File: src/tto_pkg.sv
`default_nettype none

package tto_pkg;

   // default coordinate width
   localparam int COORD_BITS_DEFAULT = 16;

   // vertices per triangle, vertex-in-triangle tests, edge pairs
   localparam int NUM_VERTS    = 3;
   localparam int INSIDE_FLAGS = 2 * NUM_VERTS;
   localparam int PAIR_FLAGS   = NUM_VERTS * NUM_VERTS;

   // per-stage load enables of the cross-product pipeline
   typedef struct packed {
      logic diff;
      logic mul;
      logic sub;
   } stage_en_type;

   // per-test hits: vertex inside other triangle, edge pair crossing
   typedef struct packed {
      logic [INSIDE_FLAGS-1:0] in_tri;
      logic [PAIR_FLAGS-1:0]   pair_hit;
   } flag_type;

endpackage

`default_nettype wire

File: src/tto_xprod.sv
`default_nettype none

// Three-stage cross product (u1 - u0) x (v1 - v0):
// edge vectors, then the two products, then their difference.
module tto_xprod #(
   parameter int COORD_BITS = tto_pkg::COORD_BITS_DEFAULT
) (
   input  wire logic                        clock,
   input  wire tto_pkg::stage_en_type       en,
   input  wire logic signed [COORD_BITS-1:0] u0_x,
   input  wire logic signed [COORD_BITS-1:0] u0_y,
   input  wire logic signed [COORD_BITS-1:0] u1_x,
   input  wire logic signed [COORD_BITS-1:0] u1_y,
   input  wire logic signed [COORD_BITS-1:0] v0_x,
   input  wire logic signed [COORD_BITS-1:0] v0_y,
   input  wire logic signed [COORD_BITS-1:0] v1_x,
   input  wire logic signed [COORD_BITS-1:0] v1_y,
   output logic signed [2*COORD_BITS+2:0]   xp
);

   localparam int DW = COORD_BITS + 1;
   localparam int PW = 2 * COORD_BITS + 2;
   localparam int XW = 2 * COORD_BITS + 3;

   logic signed [DW-1:0] ux_in, uy_in, vx_in, vy_in;
   logic signed [DW-1:0] ux_ff, uy_ff, vx_ff, vy_ff;
   logic signed [PW-1:0] pa_in, pb_in, pa_ff, pb_ff;
   logic signed [XW-1:0] cross_in, cross_ff;

   // stage 1: edge vectors, sign extended
   assign ux_in = DW'(u1_x) - DW'(u0_x);
   assign uy_in = DW'(u1_y) - DW'(u0_y);
   assign vx_in = DW'(v1_x) - DW'(v0_x);
   assign vy_in = DW'(v1_y) - DW'(v0_y);

   // stage 2: products
   assign pa_in = PW'(ux_ff) * PW'(vy_ff);
   assign pb_in = PW'(uy_ff) * PW'(vx_ff);

   // stage 3: difference
   assign cross_in = XW'(pa_ff) - XW'(pb_ff);

   always_ff @(posedge clock) begin
      if (en.diff) begin
         ux_ff <= ux_in;
         uy_ff <= uy_in;
         vx_ff <= vx_in;
         vy_ff <= vy_in;
      end
      if (en.mul) begin
         pa_ff <= pa_in;
         pb_ff <= pb_in;
      end
      if (en.sub) begin
         cross_ff <= cross_in;
      end
   end

   assign xp = cross_ff;

endmodule

`default_nettype wire

File: config.mk
export PLATFORM = sky130hd
export DESIGN_NAME = tto_xprod
export DESIGN_NICKNAME = d
export VERILOG_FILES = /design/src/tto_pkg.sv /design/src/tto_xprod.sv
export SDC_FILE = /design/constraint.sdc
export NUM_CORES = 2
export LEC_CHECK = 0
export ABC_AREA = 1
export BUFFER_PORTS_ARGS = -buffer_cell sky130_fd_sc_hd__buf_2
export CORE_MARGIN = 1.5
export CORE_UTILIZATION = 59
export DETAILED_ROUTE_END_ITERATION = 16
export PLACE_DENSITY_LB_ADDON = 0.05
export SLEW_MARGIN = 5
export SYNTH_ARGS = -nofsm -noshare
export SYNTH_HDL_FRONTEND = slang
export SYNTH_SLANG_ARGS = --single-unit
File: constraint.sdc
create_clock -name clock -period 5.2 [get_ports clock]
set_input_delay 0.52 -clock clock [delete_from_list [all_inputs] [get_ports clock]]
set_output_delay 0.52 -clock clock [all_outputs]
set_load 0.1 [all_outputs]
==> metrics.yaml <==
status: "finished, violations left"
violations: "negative setup slack"
post-route-min-period_ps: 5530
path_max_fanout: 5
drt_wl_total_um: 92500
worstPathArrival_ps: 5760
grt_pass1_vias: 30400
num_rows: 88
vias: 29500
yosysUniqueCellTypes: 40
synth_xor_area_share_pct: 2.57
start_util_pct: 59.9
drv_slew: 0
max_cap_viol_count: 0
timing.final.ws_setup_ps: -326
cp-start-kind: "flip-flop"
setup_viol: 41
htreeDepth: 4
cts_buffers: 17
place_area_sq_um: 39000
cts_buffer_depth: 2
place_congestion: 0.952
diodes: 0
grt_max_degree: 69
synthFlopType: "edfxtp_1"
drt_drc_violations_left: 0
tightest_slew_ps: 916
synth_fa_ha_area_share_pct: 44.1
syn_area_sq_um: 34700
ant_nets: 0
viasPerCell: 5.16
fmax_mhz: 181
synth_compound_area_share_pct: 4.75
io_pins: 167
synth_common_cells: "inv_1, nand2_1, fa_1"
antenna_found_initial: 0
slew_headroom_pct: 38.9
clk_pin_slew_ps: 80
core_sq_um: 57900
hp-start: "en[1]"
synth_top_area_cell: "fa_1"
dpl_worst_slack_ps: -432
regToRegStartpoint: "vy_ff[3]$_DFFE_PP_"
cts_root_buffer: "clkbuf_16"
drt_first_pass_iters: 8
fp.dieW_um: 246
finalClockSkew_ps: 18.6
startpoint: "vy_ff[3]$_DFFE_PP_"
yosysWarnings: 0
cts_tree: "done"
critPathRequiredTime_ps: 5430
syn_inst: 4425
nets: 5931
synth_nets: 5422
rsz0062_at_grt: "true"
synth_edf_count: 171
fill_cells: 4432
final_cell_count_no_fill: 5712
end_kind: "flip-flop"
holdCritPathClass: "in -> reg"
grt.overflow.total: 0
final_cell_area_sq_um: 43400
die-area_sq_um: 60300
yosysMostFrequentCell: "inv_1"
portBuffers: 166
placedCellCount: 5580
first_iter_violations: 1785
grt_util_all_layers_pct: 31.5
setup_tns_ps: -6890
critPathKind: "reg -> reg"
synth_seq_area_share_pct: 14.8
grt_pass1_wl_um: 149000
synth_top_family_by_area: "adder cells"
synthMuxAreaShare_pct: 0
cts.sinks: 171
chipHeight_um: 246
syn_avg_cell_area_sq_um: 7.84
drive_above_1_share_pct: 25.3
synthTopCellsByArea: "fa_1, edfxtp_1, inv_1"
wl_per_cell_um: 16.2
clock_latency_ps: 490
synth_simple_gate_area_share_pct: 18.9
fin_crit_sh_pct: 106
synthArstFlopShare_pct: 0
finalHoldViolations: 0
synth_top_area_share_pct: 34.4
dp_hpwl_um: 75100
yosys_register_bits: 171
syn_to_final_growth_pct: 25.2
## per-stage QoR
stage,hold slack [ps],util (%)
after CTS,371,72.0
after floorplan,607,-
after detailed placement,640,67.4
after global routing,392,75.0
final,405,75.0
after global placement,630,67.4
## logic make-up after synthesis
logic type,count (synthesis)
XOR/XNOR,102
buffers and inverters,1379
AO/OA/AOI/OAI,294
adder cells (fa/ha/maj),865
AND/OR/NAND/NOR,1614
flip-flops,171
## cell usage in the layout, fill, tap and decap left out, types with 13 or more instances in the layout
cell          n
buf_4       330
a21oi_4      17
nand2_1    1031
edfxtp_1    171
ha_4         48
a21oi_2      43
a21oi_1     101
buf_2       166
o21bai_1     13
fa_2         50
nand3_2      21
nand4_1      37
inv_2        99
fa_1        547
xor2_1       72
o21ai_2      20
nor2_4       42
buf_12       29
ha_1        215
nor3_1       17
nand2_2     103
nor2_1      129
nand2_4      50
nand3_1     107
o21ai_0      49
buf_6        93
clkbuf_16    18
nor2_2       24
xnor2_1      19
inv_1      1135
## final timing paths
check        slack, ps  cells after the start             endpoint
min reg2reg        660                      2      xp[0]$_DFFE_PP_
min                410                      1  pb_ff[33]$_DFFE_PP_
max               -330                     21  pa_ff[21]$_DFFE_PP_
max reg2reg       -330                     21  pa_ff[21]$_DFFE_PP_
## critical path, stage by stage (launching register included)
cell and delay [ps]:
edfxtp_1 410, buf_12 160, nand2_4 60, inv_2 40, fa_2 680, buf_6 130, fa_1 450, fa_2 590
fa_1 420, fa_1 510, inv_2 40, fa_1 500, inv_2 50, ha_4 290, nand2_4 60, buf_6 130
nor2_4 130, inv_4 70, nor2_4 160, nand4_1 160, nand4_1 130, nand2_1 100
## flip-flops by register name (all words and copies together), names as in the netlist
signal,count
pa_ff,34
pb_ff,34
vy_ff,17
uy_ff,17
vx_ff,17
ux_ff,17
xp,35
## area by class of cell
class / instances / area, sq um / share of cell area, %
multi-input cells: 2875 / 27000 / 62.2
flip-flops and latches: 171 / 5130 / 11.8
repair buffers: 623 / 5030 / 11.6
inverters: 1245 / 4700 / 10.8
well taps: 765 / 957 / 2.20
clock buffers: 17 / 425 / 0.979
clock inverters: 15 / 170 / 0.392
repair inverters: 1 / 7.51 / 0.0173
## timing repair
item,CTS,global route
hold buffers,0,0
setup endpoints to repair,44,47
cloned,3,2
gates resized for setup,415,393
buffers inserted,51,51
pin swaps,163,254
## metal layers
layer	GRT usage, %	part of all wire [%]	vias to the layer above
li1	-	-	14000
met1	42.8	43	14300
met2	53.3	48	947
met3	3.75	5.8	179
met4	9.29	3.1	0
met5	0	0	-
Power is not shown: default switching activity piles up to over one toggle a cycle in this logic, so the estimate is an artifact.
