$ cat src/tto_pkg.sv
`default_nettype none

package tto_pkg;

   // default coordinate width
   localparam int COORD_BITS_DEFAULT = 16;

   // vertices per triangle, vertex-in-triangle tests, edge pairs
   localparam int NUM_VERTS    = 3;
   localparam int INSIDE_FLAGS = 2 * NUM_VERTS;
   localparam int PAIR_FLAGS   = NUM_VERTS * NUM_VERTS;

   // per-stage load enables of the cross-product pipeline
   typedef struct packed {
      logic diff;
      logic mul;
      logic sub;
   } stage_en_type;

   // per-test hits: vertex inside other triangle, edge pair crossing
   typedef struct packed {
      logic [INSIDE_FLAGS-1:0] in_tri;
      logic [PAIR_FLAGS-1:0]   pair_hit;
   } flag_type;

endpackage

`default_nettype wire

$ cat src/tto_judge.sv
`default_nettype none

// Sign and range tests on the cross products.
module tto_judge #(
   parameter int COORD_BITS = tto_pkg::COORD_BITS_DEFAULT
) (
   input  wire logic signed [2*COORD_BITS+2:0] cp [2][3][3],
   input  wire logic signed [2*COORD_BITS+2:0] cq [2][3],
   input  wire logic signed [2*COORD_BITS+2:0] sd [3][3],
   input  wire logic signed [2*COORD_BITS+2:0] se [3][3],
   input  wire logic signed [2*COORD_BITS+2:0] sf [3][3],
   output tto_pkg::flag_type                   flags
);

   localparam int XW = 2 * COORD_BITS + 3;
   localparam logic signed [XW-1:0] ZERO = '0;

   genvar s, i, k, j;

   // vertex inside: same sign bit as the opposite vertex on every edge
   generate
      for (s = 0; s < 2; s++) begin : g_side
         for (i = 0; i < tto_pkg::NUM_VERTS; i++) begin : g_pt
            logic [tto_pkg::NUM_VERTS-1:0] same;
            for (k = 0; k < tto_pkg::NUM_VERTS; k++) begin : g_edge
               assign same[k] = (cp[s][i][k][XW-1] == cq[s][k][XW-1]);
            end
            assign flags.in_tri[s*tto_pkg::NUM_VERTS + i] = &same;
         end
      end
   endgenerate

   // edge pair crossing: e and f both within [0, d] (or [d, 0]), d nonzero
   generate
      for (i = 0; i < tto_pkg::NUM_VERTS; i++) begin : g_ea
         for (j = 0; j < tto_pkg::NUM_VERTS; j++) begin : g_eb
            logic pos_ok, neg_ok;
            assign pos_ok = (se[i][j] >= ZERO) && (sf[i][j] >= ZERO) &&
                            (se[i][j] <= sd[i][j]) && (sf[i][j] <= sd[i][j]);
            assign neg_ok = (se[i][j] <= ZERO) && (sf[i][j] <= ZERO) &&
                            (se[i][j] >= sd[i][j]) && (sf[i][j] >= sd[i][j]);
            assign flags.pair_hit[i*tto_pkg::NUM_VERTS + j] =
               (sd[i][j] != ZERO) && (sd[i][j][XW-1] ? neg_ok : pos_ok);
         end
      end
   endgenerate

endmodule

`default_nettype wire

$ cat config.mk
export PLATFORM = sky130hd
export DESIGN_NAME = tto_judge
export DESIGN_NICKNAME = d
export VERILOG_FILES = /design/src/tto_pkg.sv /design/src/tto_judge.sv
export SDC_FILE = /design/constraint.sdc
export NUM_CORES = 1
export LEC_CHECK = 0
export BUFFER_PORTS_ARGS = -buffer_cell sky130_fd_sc_hd__clkbuf_2
export CAP_MARGIN = 5
export CORE_AREA = 10 10 697 699
export DETAILED_ROUTE_END_ITERATION = 12
export DIE_AREA = 0 0 707 709
export PLACE_DENSITY_LB_ADDON = 0.15
export SETUP_SLACK_MARGIN = 0.3
export SLEW_MARGIN = 20
export SYNTH_ARGS = -nofsm -noshare
export SYNTH_HDL_FRONTEND = slang
export SYNTH_SLANG_ARGS = --single-unit
$ cat constraint.sdc
create_clock -name vclk -period 6.5
set_input_delay 0.65 -clock vclk [all_inputs]
set_output_delay 0.65 -clock vclk [all_outputs]
set_load 0.1 [all_outputs]
==> results of run 1 <==
logic make-up after synthesis:
logic type	share of synthesized area
AOI/OAI and AO/OA	0.2056
xor gates and xnor gates	0.01341
adders and majority gates	0.4469
buffers and inverters	0.07618
muxes	0.002979
and+or+nand+nor	0.2550
cells in the mapped netlist, types with 9 or more instances:
library cell,count
nor3_1,50
nand2_1,120
and3_1,12
a21o_1,113
a31oi_1,9
a221oi_1,11
nor2b_1,35
ha_1,630
o21ai_0,99
nand4_1,145
nor4_1,241
nor2_1,48
o211ai_1,15
xor2_1,21
nand3_1,55
and4_1,26
a211oi_1,25
or4_1,18
o21a_1,18
a21oi_1,218
o31ai_1,14
inv_1,358
nand2b_1,11
power by group through the flow:
stage | logic [W] | clock network [W] | registers, W
5_1_grt | 0.00194 | 0.0000000000639 | 0
4_1_cts | 0.00178 | 0 | 0
2_1_floorplan | 0.000797 | 0 | 0
3_5_place_dp | 0.00177 | 0 | 0
3_3_place_gp | 0.00176 | 0 | 0
6_report | 0.00173 | 0.00000000163 | 0
how the worst max path moves through the flow:
stage,end,slack (ns)
detailed placement,flags[5],1.25
floorplan,flags[2],1.85
global route,flags[5],0.80
global placement,flags[5],1.17
finish,flags[5],1.17
CTS,flags[5],1.26
layout make-up:
type | instances | area (µm²) | share of cell area
well taps | 6223 | 7786 | 0.2534
multi-input cells | 2025 | 16360 | 0.5327
inverters | 358 | 1344 | 0.04374
repair buffers | 996 | 5015 | 0.1632
diodes | 85 | 212.7 | 0.006924
critical path: stages:
cell       delay, ns
clkbuf_2        0.50
inv_1           0.31
ha_1            0.40
nand4_1         0.13
nor4_1          0.92
nand3_1         0.28
nand2_1         0.14
mux2i_1         0.07
a311oi_1        0.35
o21ai_0         0.16
a2bb2oi_1       0.15
clkbuf_2        0.58
metal layers:
metal | share of wire | vias up | routed length (µm)
met5 | 0.0043 | - | 929
met4 | 0.012 | 148 | 2723
met3 | 0.14 | 255 | 31200
met2 | 0.39 | 1081 | 84650
met1 | 0.45 | 10950 | 98900
li1 | - | 11370 | -
through the flow:
stage               hold slack, ns  setup slack, ns  total power [W]
floorplan                    1.778            1.855        0.0007968
global placement             1.928            1.172         0.001755
detailed placement           1.924            1.245         0.001766
CTS                          1.924            1.262         0.001777
global route                 1.963           0.7981         0.001944
finish                       1.922            1.172         0.001730
==> impl_metrics.tcl, run 1 <==
set metrics [dict create \
    holdPathStages 4 \
    cts_setup_buffers 0 \
    nets 5796 \
    status "finished, final reports clean" \
    ant_nets 0 \
    synth.distinct_cells 62 \
    gp_congestion 0.8805 \
    grt_antenna_before_repair 179 \
    pwr-share-seq 0 \
    cap_violations 0 \
    post_cts_resized 0 \
    grt_pass1_wl_mm 270.6 \
    mostFrequentLayoutCells "clkbuf_2 (984), ha_1 (630), inv_1 (358)" \
    vias 23800 \
    netlist_area_mm2 0.01764 \
    final_area_mm2 0.03072 \
    first_pass_iters 5 \
    cp-end-kind "primary output" \
    port_buffers 984 \
    post_synth_inst_count 2383 \
    rows 252 \
    layout_commonest_cell "clkbuf_2" \
    min_to "flags[13]" \
    min_path_type "input port to primary output" \
    worst-path-max-fanout 3 \
    dp_cells 9602 \
    power.density_mw_per_mm2 56.31 \
    tightest_slew_ns 1.386 \
    fp.dieH_um 709 \
    p_leak_nw 13.59 \
    post-route-period-util 0.8197 \
    synth_nets 4798 \
    hp-start "cp[139]" \
    p_comb_frac 1.000 \
    met2_usage 0.1179 \
    setup_viol 0 \
    clock_buffers 0 \
    start_kind "input port" \
    grt_remaining_overflow 0 \
    syn_avg_cell_area_um2 7.402 \
    power_frac_clock 0 \
    yosysTopAreaCellShare 0.4469 \
    grt_pass1_vias 24940 \
    p_switching_w 0.001077 \
    timing.final.crit_period_ns 5.328 \
    die_area_mm2 0.5013 \
    relSlewSlack 0.06821 \
    startpoint "sd[135]" \
    register_area_um2 0 \
    grt_use_met1 0.1073 \
    wirelength_mm 218.4 \
    rsz0062_at_grt "no" \
    num_io_pins 1800 \
    core_area_mm2 0.4707 \
    grt_use_met3 0.05106 \
    areaGrowthSynthToFinish_pct 74.17 \
    drt_iter0_drc 1054 \
    drv_slew 0 \
    hold_viol 0 \
    nFlopsAndLatches 0 \
    yosysWarnings 0 \
    groute.usage.overall 0.08209 \
    fmax_mhz 187.7 \
    initial_utilization 0.03747 \
    finalSetupTns_ns 0 \
    die_w_um 707 \
    peakVddDrop_v 0.00003508 \
    worstPathArrival_ns 4.68 \
    fin_cells 9687 \
    drc 0 \
    worstSetupPathType "input port to primary output" \
    vias_per_cell 2.457 \
    placed_cell_area_mm2 0.03051 \
    required_ns 5.85 \
    grt_max_degree 7 \
    sw_frac_of_total 0.6226 \
    fin_util 0.06526 \
    top_usage_layer "met2" \
    wl_per_cell_um 22.55 \
    intPower_w 0.0006528 \
    ys_top_cells_by_area "ha_1 (45%), nor4_1 (8.5%), inv_1 (7.6%), a21oi_1 (6.2%), nand4_1 (5.1%)" \
    fillCellCount 55770 \
    hpwl_mm 214.2 \
    synth_top_area_cell "ha_1" \
    drive_gt1_frac 0.3013 \
    postCtsHoldBufs 0 \
    synth-seq-area-share 0 \
]
Power figures use the tool's default switching activity.
==> run 2, diff against run 1 <==
--- a/config.mk
+++ b/config.mk
@@ -7,9 +7,9 @@
 export LEC_CHECK = 0
 export BUFFER_PORTS_ARGS = -buffer_cell sky130_fd_sc_hd__clkbuf_2
 export CAP_MARGIN = 5
-export CORE_AREA = 10 10 697 699
+export CORE_AREA = 10 10 694 696
 export DETAILED_ROUTE_END_ITERATION = 12
-export DIE_AREA = 0 0 707 709
+export DIE_AREA = 0 0 704 706
 export PLACE_DENSITY_LB_ADDON = 0.15
 export SETUP_SLACK_MARGIN = 0.3
 export SLEW_MARGIN = 20
==> constraint.sdc (replaced) <==
create_clock -name vclk -period 5.1
set_input_delay 0.51 -clock vclk [all_inputs]
set_output_delay 0.51 -clock vclk [all_outputs]
set_load 0.1 [all_outputs]
==> run 2 against run 1 <==
  * Power is 29% higher
  * Via count is 0.18% lower
  * Cell count is 0.35% lower
  * Utilization is 0.058 points higher
  * Critical path depth is 2 higher
  * Wire length is 0.63% lower
  * Worst setup slack worse by 0.36 ns
  * Sequential share of layout area stayed put
  * Count of clock-buffer cells in the layout stayed put
==> impl_metrics.tcl, run 2 (synthesized netlist as in run 1, its figures left out) <==
set metrics [dict create \
    required_ns 4.59 \
    crit_top_cell "buf_4" \
    relSlewSlack 0.3379 \
    placed_cell_area_mm2 0.03057 \
    clock_buffers 0 \
    worstPathArrival_ns 3.78 \
    rows 251 \
    peakVddDrop_v 0.00006070 \
    num_io_pins 1800 \
    cp_slowest_cell "clkbuf_2" \
    areaGrowthSynthToFinish_pct 74.21 \
    nFlopsAndLatches 0 \
    die_w_um 704 \
    worst-path-max-fanout 3 \
    tightest_slew_ns 0.9932 \
    post_cts_resized 0 \
    final_area_mm2 0.03073 \
    critical-path-max-stage-delay_ns 0.48 \
    groute.usage.overall 0.08258 \
    status "finished, final reports clean" \
    first_pass_iters 5 \
    worstPathCellList "clkbuf_2 -> inv_1 -> ha_1 -> nand4_1 -> nor4_1 -> buf_4 -> nand3_1 -> nand2_1 -> mux2i_1 -> a311oi_1 -> o21ai_0 -> a2bb2oi_1 -> buf_4 -> buf_12" \
    cp-end-kind "primary output" \
    drive_gt1_frac 0.3028 \
    timing.final.crit_period_ns 4.288 \
    fillCellCount 55540 \
    wl_per_cell_um 22.48 \
    layout_commonest_cell "clkbuf_2" \
    rsz0062_at_grt "no" \
    initial_utilization 0.03780 \
    wirelength_mm 217.0 \
    die_area_mm2 0.4970 \
    worstSetupPathType "input port to primary output" \
    min_path_type "input port to primary output" \
    setup_viol 0 \
    grt_max_degree 7 \
    drc 0 \
    p_leak_nw 13.66 \
    drt_iter0_drc 1001 \
    mostFrequentLayoutCells "clkbuf_2 (981), ha_1 (630), inv_1 (358)" \
    start_kind "input port" \
    drv_slew 0 \
    fmax_mhz 233.2 \
    hold_viol 0 \
    nets 5809 \
    ant_nets 0 \
    grt_pass1_wl_mm 271.7 \
    power.density_mw_per_mm2 72.57 \
    grt_remaining_overflow 0 \
    cts_setup_buffers 0 \
    finalSetupTns_ns 0 \
    fp.dieH_um 706 \
    register_area_um2 0 \
    vias_per_cell 2.461 \
    cap_violations 0 \
    core_area_mm2 0.4667 \
    grt_pass1_vias 25280 \
    hpwl_mm 212.5 \
    postCtsHoldBufs 0 \
    gp_congestion 0.8842 \
    vias 23760 \
    post-route-period-util 0.8408 \
    grt_antenna_before_repair 157 \
    port_buffers 984 \
    multi_input_area_mm2 0.01633 \
]
-- run 2: cell count changes in the layout (fill, tap and decap cells not counted), sizes merged --
| cell | previous run | this run |
|---|---|---|
| diode | 85 | 63 |
| buf | 12 | 28 |
| clkbuf | 984 | 981 |
-- run 2: critical path: cells and delay by family --
kind	cells	cell delay, ns
muxes	1	0.07
AOI/OAI and AO/OA	3	0.75
and+or+nand+nor	4	0.74
buffers and inverters	5	1.29
adders and majority gates	1	0.40
-- run 2: final timing paths --
kind	start	to	slack, ns	cells past startpoint
worst max-delay path	sd[135]	flags[5]	0.81	14
worst min-delay path	cp[139]	flags[13]	1.65	4
-- run 2: metal layers --
metal / part of all wire / vias to the layer above / global-route usage
met5: 0.0036 / - / 0
met4: 0.018 / 124 / 0.01001
met3: 0.11 / 232 / 0.04072
met2: 0.42 / 1045 / 0.1300
met1: 0.44 / 11000 / 0.1038
li1: - / 11360 / -
-- run 2: cell type report --
class | count | area share
diodes | 63 | 0.005130
inverters | 358 | 0.04373
multi-input cells | 2025 | 0.5314
well taps | 6198 | 0.2524
repair buffers | 1009 | 0.1674
-- run 2: metrics by stage --
stage | total power [W] | std cells | worst slack [ns] | utilization | hold WS [ns]
after floorplan | 0.001016 | 2383 | 0.7346 | - | 1.498
after global placement | 0.002267 | 9590 | 0.6530 | 0.06551 | 1.665
after detailed placement | 0.002279 | 9590 | 0.7182 | 0.06551 | 1.652
after CTS | 0.002292 | 9590 | 0.7059 | 0.06551 | 1.653
after global routing | 0.002498 | 9594 | 0.4747 | 0.06553 | 1.681
final | 0.002230 | 9653 | 0.8117 | 0.06585 | 1.648
-- run 2: where the power goes --
group / internal [W] / switching [W]
logic: 0.000839 / 0.00139
clock network: 0.00000000169 / 0
registers: 0 / 0
==> run 3, diff against run 2 <==
--- a/config.mk
+++ b/config.mk
@@ -7,9 +7,9 @@
 export LEC_CHECK = 0
 export BUFFER_PORTS_ARGS = -buffer_cell sky130_fd_sc_hd__clkbuf_2
 export CAP_MARGIN = 5
-export CORE_AREA = 10 10 694 696
+export CORE_AREA = 10 10 691 693
 export DETAILED_ROUTE_END_ITERATION = 12
-export DIE_AREA = 0 0 704 706
+export DIE_AREA = 0 0 701 703
 export PLACE_DENSITY_LB_ADDON = 0.15
 export SETUP_SLACK_MARGIN = 0.3
 export SLEW_MARGIN = 20
==> constraint.sdc (replaced) <==
create_clock -name vclk -period 3.8
set_input_delay 0.38 -clock vclk [all_inputs]
set_output_delay 0.38 -clock vclk [all_outputs]
set_load 0.1 [all_outputs]
==> run 3 against run 2 <==
  * Combinational power rose by 39%
  * Wire length is 7.9% lower
  * Critical path depth increased by 1
  * Power grew 39%
  * Worst setup slack got worse by 0.51 ns
  * Count of clock-buffer cells in the layout stayed put
==> impl_metrics.tcl, run 3 (synthesized netlist as in run 1, its figures left out) <==
set metrics [dict create \
    p_switching_w 0.001903 \
    worstPathCellList "buf_2 -> buf_12 -> ha_1 -> nand4_1 -> buf_4 -> nor3_2 -> buf_6 -> nand2_1 -> o211ai_1 -> buf_4 -> mux2i_4 -> o31ai_1 -> a21oi_1 -> a2bb2oi_2 -> buf_12" \
    drive_gt1_frac 0.3243 \
    die_w_um 701 \
    wl_met2_mm 90.88 \
    maxUsedRoutingLayer "met5" \
    dp_cells 9607 \
    ant_nets 0 \
    clock_buffers 0 \
    mostFrequentLayoutCells "clkbuf_2 (968), ha_1 (622), inv_1 (354)" \
    port_buffers 984 \
    grt_max_degree 7 \
    pwr-share-seq 0 \
    fp.dieH_um 703 \
    die_area_mm2 0.4928 \
    cp-end-kind "primary output" \
    initial_utilization 0.03810 \
    required_ns 3.42 \
    num_io_pins 1800 \
    hold_viol 0 \
    nets 5855 \
    cap_violations 0 \
    power_frac_clock 0 \
    post-route-period-util 0.9213 \
    grt_antenna_before_repair 142 \
    areaGrowthSynthToFinish_pct 79.01 \
    vias_per_cell 2.475 \
    rsz0062_at_grt "yes" \
    wirelength_mm 199.9 \
    first_pass_iters 5 \
    nFlopsAndLatches 0 \
    grt_pass1_wl_mm 252.3 \
    critical-path-max-stage-delay_ns 0.29 \
    worstSetupPathType "input port to primary output" \
    wl_per_cell_um 20.62 \
    tightest_slew_ns 0.7373 \
    drt_iter0_drc 1098 \
    worstPathArrival_ns 3.12 \
    fillCellCount 55060 \
    grt_pass1_vias 25330 \
    fin_cells 9692 \
    grt_remaining_overflow 0 \
    hpwl_mm 195.4 \
    peakVddDrop_v 0.00008605 \
    gp_congestion 0.8646 \
    postCtsHoldBufs 0 \
    register_area_um2 0 \
    setup_viol 0 \
    min_path_type "input port to primary output" \
    p_comb_frac 1.000 \
    cp_slowest_cell "ha_1" \
    p_leak_nw 13.99 \
    wl_met3_mm 19.24 \
    worst-path-max-fanout 4 \
    layout_commonest_cell "clkbuf_2" \
    intPower_w 0.001201 \
    sw_frac_of_total 0.6131 \
    groute.usage.overall 0.07616 \
    relSlewSlack 0.5072 \
    multi_input_area_mm2 0.01662 \
    timing.final.crit_period_ns 3.501 \
    rows 250 \
    timing.hold.ws_ns 1.359 \
    drv_slew 0 \
    status "finished, final reports clean" \
    vias 23990 \
    fmax_mhz 285.6 \
    start_kind "input port" \
    drt-met1-wl_mm 85.57 \
    core_area_mm2 0.4629 \
    drc 0 \
    power.density_mw_per_mm2 98.30 \
]
run 3: cell count changes in the layout (fill, tap and decap cells not counted), sizes merged:
cell,delta
buf,+55
clkbuf,-9
diode,+17
run 3: metrics by stage:
stage | setup slack, ns | TNS (ns) | util | power (W) | area (µm²)
after global routing | 0.1746 | 0 | 0.06784 | 0.003466 | 31400
final | 0.2989 | 0 | 0.06821 | 0.003104 | 31580
after global placement | -0.2091 | -0.2960 | 0.06704 | 0.003114 | 31030
after detailed placement | -0.1232 | -0.1735 | 0.06704 | 0.003126 | 31030
after floorplan | 0.2708 | 0 | - | 0.001369 | 17670
after CTS | 0.1111 | 0 | 0.06719 | 0.003153 | 31110
run 3: layout make-up:
class                      count  share of cell area
tap                         6174              0.2446
timing repair buffer        1055              0.1802
inverter                     358             0.04256
multi-input combinational   2025              0.5263
antenna                       80            0.006340
run 3: timing repair:
| action | CTS | global route |
|---|---|---|
| setup buffers | 1 | 4 |
| endpoints found under the setup margin | 4 | 8 |
| resized for setup | 14 | 52 |
| pin swaps | 2 | 20 |
run 3: path summary, 6_finish.rpt:
| kind | from | endpoint | cells after the start |
|---|---|---|---|
| setup / recovery | se[171] | flags[4] | 15 |
| hold / removal | sd[104] | flags[6] | 5 |
run 3: metal layers:
layer / up-vias / global-route usage
li1: 11480 / -
met1: 11140 / 0.09210
met2: 1061 / 0.1278
met3: 223 / 0.03205
met4: 90 / 0.01147
met5: - / 0
run 3: power by group through the flow:
stage	clock network [W]	logic, W	registers (W)
floorplan	0	0.00137	0
global placement	0	0.00311	0
detailed placement	0	0.00313	0
CTS	0	0.00315	0
global route	0.000000000398	0.00347	0
finish	0.00000000291	0.00310	0
run 3: worst max-delay path, delay by kind of cell:
kind,cells,cell delay [ns]
buf+inv,6,1.09
compound gates,4,0.61
simple gates,3,0.39
fa+ha+maj,1,0.29
mux,1,0.25
